## src/sv/icdf_pkg.sv

```systemverilog
// ============================================================================
// icdf_pkg
// Shared types and fixed-point constants for the inverse normal CDF pipeline.
// ============================================================================
package icdf_pkg;

   // Control that travels down the pipeline beside the data.
   typedef struct packed {
      logic vld;   // stage holds an item
      logic low;   // p was below one half, so the result is negated
      logic zero;  // p was zero, so the result is forced
   } icdf_tag_type;

   localparam int FRAC = 28;   // fraction bits of t and the coefficients
   localparam int RW   = 64;   // square root radicand width
   localparam int TW   = RW / 2;  // root width (t)
   localparam int NW   = 34;   // numerator width
   localparam int DW   = 36;   // denominator width
   localparam int QW   = 34;   // quotient width
   localparam int ZW   = 36;   // signed z before clamping
   localparam int OW   = 32;   // quantile width

   localparam logic [31:0] LN2_Q32 = 32'hB172_17F8;
   localparam logic [31:0] C0 = 32'd675253953;
   localparam logic [31:0] C1 = 32'd215514211;
   localparam logic [31:0] C2 = 32'd2772401;
   localparam logic [31:0] D0 = 32'd384611100;
   localparam logic [31:0] D1 = 32'd50806510;
   localparam logic [31:0] D2 = 32'd351114;

endpackage

```

## src/sv/icdf_sqrt.sv

```systemverilog
// ============================================================================
// icdf_sqrt
// Pipelined integer square root, one root bit per stage.
// ============================================================================
module icdf_sqrt (
   input  logic                       clock,
   input  logic                       reset,
   input  logic                       en,
   input  icdf_pkg::icdf_tag_type     tag_in,
   input  logic [icdf_pkg::RW-1:0]    rad_in,
   output icdf_pkg::icdf_tag_type     tag_out,
   output logic [icdf_pkg::TW-1:0]    root_out
);
   import icdf_pkg::*;

   logic [RW-1:0]   rad_ff  [0:TW];
   logic [TW+1:0]   rem_ff  [0:TW];
   logic [TW-1:0]   root_ff [0:TW];
   icdf_tag_type    tag_ff  [0:TW];

   always_comb begin
      rad_ff[0]  = rad_in;
      rem_ff[0]  = '0;
      root_ff[0] = '0;
      tag_ff[0]  = tag_in;
   end

   for (genvar g = 0; g < TW; g++) begin : g_step
      logic [TW+3:0] acc;
      logic [TW+3:0] trial;
      logic          take;

      always_comb begin
         acc   = {rem_ff[g], rad_ff[g][RW-1 -: 2]};
         trial = {2'b0, root_ff[g], 2'b01};
         take  = (acc >= trial);
      end

      always_ff @(posedge clock) begin
         if (reset) begin
            tag_ff[g+1] <= '0;
         end else if (en) begin
            tag_ff[g+1] <= tag_ff[g];
         end
         if (en) begin
            rad_ff[g+1]  <= {rad_ff[g][RW-3:0], 2'b00};
            rem_ff[g+1]  <= take ? (TW+2)'(acc - trial) : (TW+2)'(acc);
            root_ff[g+1] <= {root_ff[g][TW-2:0], take};
         end
      end
   end

   assign tag_out  = tag_ff[TW];
   assign root_out = root_ff[TW];

endmodule

```

## config.mk

```make
export PLATFORM = sky130hd
export DESIGN_NAME = icdf_sqrt
export DESIGN_NICKNAME = d
export VERILOG_FILES = /design/src/sv/icdf_pkg.sv /design/src/sv/icdf_sqrt.sv
export SDC_FILE = /design/constraint.sdc
export NUM_CORES = 2
export LEC_CHECK = 0
export ABC_AREA = 0
export CAP_MARGIN = 20
export CORE_ASPECT_RATIO = 0.6
export CORE_MARGIN = 2
export CORE_UTILIZATION = 46
export CTS_CLUSTER_DIAMETER = 40
export DETAILED_ROUTE_END_ITERATION = 8
export DONT_BUFFER_PORTS = 1
export GPL_ROUTABILITY_DRIVEN = 0
export GPL_TIMING_DRIVEN = 1
export MAX_ROUTING_LAYER = met4
export PLACE_DENSITY = 0.58
export SYNTH_ARGS = -nofsm -noshare
export SYNTH_HDL_FRONTEND = slang
export SYNTH_SLANG_ARGS = --single-unit
```

## constraint.sdc

```tcl
create_clock -name clock -period 7 [get_ports clock]
set_clock_uncertainty 0.2 [all_clocks]
set_input_delay 1.4 -clock clock [delete_from_list [all_inputs] [get_ports clock]]
set_output_delay 1.4 -clock clock [all_outputs]
set_load 0.01 [all_outputs]
```

# Word level (Yosys, flattened, before mapping)

Index checks and enable logic that the tools add are counted.

Word-level logic and storage cells: 285
Output and inout port bits: 35
Bits of input ports: 70
Register bits after elaboration: 2639

Mux-type cells: 31
$lt $le $gt $ge: 32
Add/sub/neg operators: 31

Operators by type and width:

| cell                                                           | number |
|---|---|
| 34-bit two-way mux                                             | 30 |
| 36-bit by 10-bit greater-or-equal comparator with 1-bit output | 1 |
| 36-bit by 11-bit greater-or-equal comparator with 1-bit output | 1 |
| 36-bit by 12-bit greater-or-equal comparator with 1-bit output | 1 |
| 36-bit by 13-bit greater-or-equal comparator with 1-bit output | 1 |
| 36-bit by 14-bit greater-or-equal comparator with 1-bit output | 1 |
| 36-bit by 15-bit greater-or-equal comparator with 1-bit output | 1 |
| 36-bit by 16-bit greater-or-equal comparator with 1-bit output | 1 |
| 36-bit by 17-bit greater-or-equal comparator with 1-bit output | 1 |
| 36-bit by 18-bit greater-or-equal comparator with 1-bit output | 1 |
| 36-bit by 19-bit greater-or-equal comparator with 1-bit output | 1 |
| 36-bit by 20-bit greater-or-equal comparator with 1-bit output | 1 |
| 36-bit by 21-bit greater-or-equal comparator with 1-bit output | 1 |
| 36-bit by 22-bit greater-or-equal comparator with 1-bit output | 1 |
| 36-bit by 23-bit greater-or-equal comparator with 1-bit output | 1 |
| 36-bit by 24-bit greater-or-equal comparator with 1-bit output | 1 |
| 36-bit by 25-bit greater-or-equal comparator with 1-bit output | 1 |
| 36-bit by 26-bit greater-or-equal comparator with 1-bit output | 1 |
| 36-bit by 27-bit greater-or-equal comparator with 1-bit output | 1 |
| 36-bit by 28-bit greater-or-equal comparator with 1-bit output | 1 |
| 36-bit by 29-bit greater-or-equal comparator with 1-bit output | 1 |
| 36-bit by 3-bit greater-or-equal comparator with 1-bit output  | 1 |
| 36-bit by 30-bit greater-or-equal comparator with 1-bit output | 1 |
| 36-bit by 31-bit greater-or-equal comparator with 1-bit output | 1 |
| other kinds (41)                                               | 41 |

# Depth between registers and ports, before layout

Depth after elaboration: 2
Mapped depth: 14

# Worst setup path before layout

OpenSTA, ideal clock, no wires.

Kind: flip-flop to flip-flop
From: reg rem_ff (netlist bit g_step[16].acc[14])
To: reg rem_ff (netlist bit g_step[17].acc[26]) (data pin)
Arrival: 3.104 ns
Path slack: 3.437 ns
Data required time: 6.541 ns
Library setup time: 0.259 ns
Cell stages (with the launch flop): 12
Clock period less this slack: 3.563 ns
Cells stage by stage: edfxtp_1 > ha_1 > buf_2 > nand4_1 > or3_1 > or4_1 > nand3_1 > or4_1 > nor2_1 > or3b_1 > or3_1 > a211o_1

Longest elaborated chain between the ends: 2
Elaborated cells on any way between the ends: 3
Those cells by class: 1 x add/sub; 1 x order compare; 1 x mux

Ends and longest elaborated chain:

| what                                                                                                                                    | RTL line                         | text |
|---|---|---|
| start: declaration                                                                                                                      | icdf_sqrt.sv:17                  | `logic [TW+1:0] rem_ff [0:TW];` |
| start signal: indexed assignment                                                                                                        | icdf_sqrt.sv:47                  | `rem_ff[g+1] <= take ? (TW+2)'(acc - trial) : (TW+2)'(acc);` |
| 34-bit by 18-bit subtractor with 34-bit output / 36-bit by 18-bit greater-or-equal comparator with 1-bit output (equally long branches) | icdf_sqrt.sv:47, icdf_sqrt.sv:36 |  |
| 34-bit two-way mux (*)                                                                                                                  | icdf_sqrt.sv:47                  |  |

Every way passes the cells marked *; elsewhere a longest branch is shown, timed or not.
A chain may end at the register's enable or synchronous reset.

# Final worst setup path

From: reg root_ff (netlist bit g_step[18].trial[4])
To: reg rem_ff (netlist bit g_step[19].acc[3]) (data pin)

Longest elaborated chain between the ends: 2

Ends and longest elaborated chain:

| what                                                           | RTL line        | text |
|---|---|---|
| start: declaration                                             | icdf_sqrt.sv:18 | `logic [TW-1:0] root_ff [0:TW];` |
| start signal: indexed assignment                               | icdf_sqrt.sv:48 | `root_ff[g+1] <= {root_ff[g][TW-2:0], take};` |
| 36-bit by 20-bit greater-or-equal comparator with 1-bit output | icdf_sqrt.sv:36 | `take = (acc >= trial);` |
| 34-bit two-way mux                                             | icdf_sqrt.sv:47 |  |

Every way passes these cells.

==> impl_results.md <==
* Hold WC Path Type: reg -> reg
* CP required at 7.33 ns
* Setup TNS Final at 0 ns
* CTS sink cnt at 2619
* Finished Cell Area at 135600 µm²
* Total of max-cap violations at 0
* Clk slew on worst S/H paths at 0.06 ns
* CP Max Fanout at 12
* GRT Total Usage at 19.95%
* Hold Fails Final Rpt at 0
* Largest net degree at the start of global routing at 296
* Leakage power at 51.32 nW
* Starting density of the core at 46.35%
* Ys flop type: edfxtp_1
* Setup Buffers After CTS at 0
* Final min period at 4.738 ns
* Std-Cell Rows at 145
* Later-pin clock latency in the skew report at 0.86 ns
* Initial antenna violation count at 16
* TritonCTS Buffers at 309
* Filler Cells Inserted at 21748
* H-Tree Level Count at 5
* Final Max Slew Viols at 24
* Fmax at 211.1 MHz
* Total Power at 46.11 mW
* Core box area at 260700 µm²
* Top post-synthesis cells by area: edfxtp_1 (63%), ha_1 (5.8%), xnor2_1 (3.1%)
* CP Capture Type: flip-flop
* Clk buf depth at 4
* Hold_ws at 0.1844 ns
* Place WS at 2.025 ns
* VDD IR-drop max at 186.6 µV
* DR vias at 73626
* Drt first pass iters at 8
* Setup ws final at 2.262 ns
* Drt initial violations at 8228
* Post-Syn Area at 120800 µm²
* Root Buffer: clkbuf_16
* Post-synth net total at 10003
* Crit path launch type: flip-flop
* Number of enable flip-flop cells after synthesis at 2523
* Yosys warns at 0
* DR vias/cell at 5.558
* Mean Syn Cell Area at 12.89 µm²
* Port bufs at 0
* Tightest Pin Transition at 1.509 ns
* Vias in the first global route at 68748
* # nets final at 10170
* Total Routed Length at 264.3 mm
* CTS resizes at 0
* Netlist cell types at 98
* Antenna-violating nets left at 0
* Worst slew margin relative to its limit at -0.6310%
* Fin crit share at 67.68%
* CTS Hold Bufs at 0
* CTS tree: done
* RSZ-0062 raised after global routing: false
* Syn Inst Count at 9371
* Die height at 401.0 µm
* Die X at 665.7 µm
* Layout cells sized above 1 at 7.361%
* Area leader, netlist: edfxtp_1
* Final setup viols at 0
* Dpl hpwl at 186.0 mm
* Seq cells post-synth at 2619
* Wire per inst at 19.95 µm
* DIE AREA at 266900 µm²
* Failing checks: slew limit
* Crit path DAT at 5.07 ns
* Area post-placement at 125000 µm²
* Status: finished, violations left
* Critical Setup Path Class: reg -> reg
* Sequential area share after synthesis at 64.29%
* First-pass GRT wire length at 406.6 mm
* P&R area growth vs syn at 12.21%
* Synth top area share at 62.70%
* Residual DRC at 0
* Post-synth ARST share at 0%
* Commonest non-fill, non-tap cell in the layout: edfxtp_1
* Pwr dens at 340.1 nW/µm²
* GRT overflow at 0
* Num ports at 105
* Highest-count cells in the layout ignoring fill and taps: edfxtp_1 (2523), inv_1 (696), nor2_1 (629), nand2_1 (628), ha_1 (562)
[state kept, by name, summed over array words and instances, names as in the netlist]
name	cells
g_step.acc	1065
rad_ff	930
g_step.trial	496
tag_ff	93
root_out	32
tag_out	3
[Yosys cell counts (27+ instances only)]
cell type,instances
xnor2_1,425
nand2b_1,112
and3_1,59
inv_1,696
nand3_1,142
or4_1,44
nor2b_1,73
a211oi_1,63
nor2_1,630
clkbuf_1,138
xor2_1,416
mux2i_1,109
a21oi_1,555
edfxtp_1,2523
dfxtp_1,96
a31oi_1,47
mux2_2,70
o31ai_1,51
nand2_1,628
buf_2,27
or3_1,117
o21bai_1,48
nor3_1,229
o211ai_1,31
a21o_1,216
nand4_1,94
ha_1,562
or2_2,43
nor4_1,131
o21ai_0,498
o21a_1,100
[path summary, 6_finish.rpt]
kind                                     startpoint                 to  slack [ns]  depth (start not counted)
worst min-delay path                   rad_ff[1949]       rad_ff[1887]        0.18                          0
worst min register to register         rad_ff[1949]       rad_ff[1887]        0.18                          0
worst max-delay path            g_step[18].trial[4]  g_step[19].acc[3]        2.26                          9
worst max register to register  g_step[18].trial[4]  g_step[19].acc[3]        2.26                          9
[metal layers]
layer | GRT usage (%) | part of all wire (%) | vias to the layer above
met5 | - | 0 | -
met4 | 4.096 | 1.9 | 0
met3 | 4.575 | 9.0 | 400
met2 | 24.00 | 37 | 2560
met1 | 33.06 | 53 | 35550
li1 | - | - | 35116
[power breakdown]
part / total (mW) / internal, mW / leakage (nW) / switching, mW
Combinational: 8.71 / 3.56 / 21.2 / 5.15
Clock: 16.3 / 9.66 / 5.05 / 6.65
Sequential: 21.1 / 19.7 / 25.0 / 1.41
[cell families after synthesis]
| kind of cell | Yosys count | synth area share [%] |
|---|---|---|
| adders and majority gates | 562 | 5.819 |
| buffers and inverters | 887 | 2.805 |
| AOI/OAI and AO/OA | 1834 | 9.451 |
| and+or+nand+nor | 2448 | 9.983 |
| muxes | 179 | 1.555 |
| xor gates and xnor gates | 841 | 6.096 |
| DFF | 2619 | 64.29 |
| other | 1 | 0.003103 |
[area by class of cell]
type | count | area [µm²] | share of cell area [%]
Multi-Input combinational cell | 5865 | 39840 | 29.38
Tap cell | 3454 | 4322 | 3.187
Sequential cell | 2619 | 77680 | 57.29
Clock inverter | 211 | 2338 | 1.725
Timing Repair Buffer | 43 | 653.1 | 0.4817
Clock buffer | 343 | 8094 | 5.970
Antenna cell | 12 | 30.03 | 0.02215
Inverter | 700 | 2628 | 1.938
[worst max-delay path: stages (launching register included)]
cell and delay [ns]:
edfxtp_1 0.57, inv_1 0.08, ha_1 0.35, nand4_1 0.23, a211oi_1 0.10, nor3_1 0.61, o21ai_0 0.40, a211oi_4 0.70
inv_1 0.37, a21oi_1 0.81
[metrics by stage]
stage	utilization (%)	cells
finish	52.01	13247
global route	52.01	13244
CTS	51.94	13229
detailed placement	47.94	12675
global placement	47.94	12675
floorplan	-	9371
No activity file was read; power rests on OpenSTA's default activity.
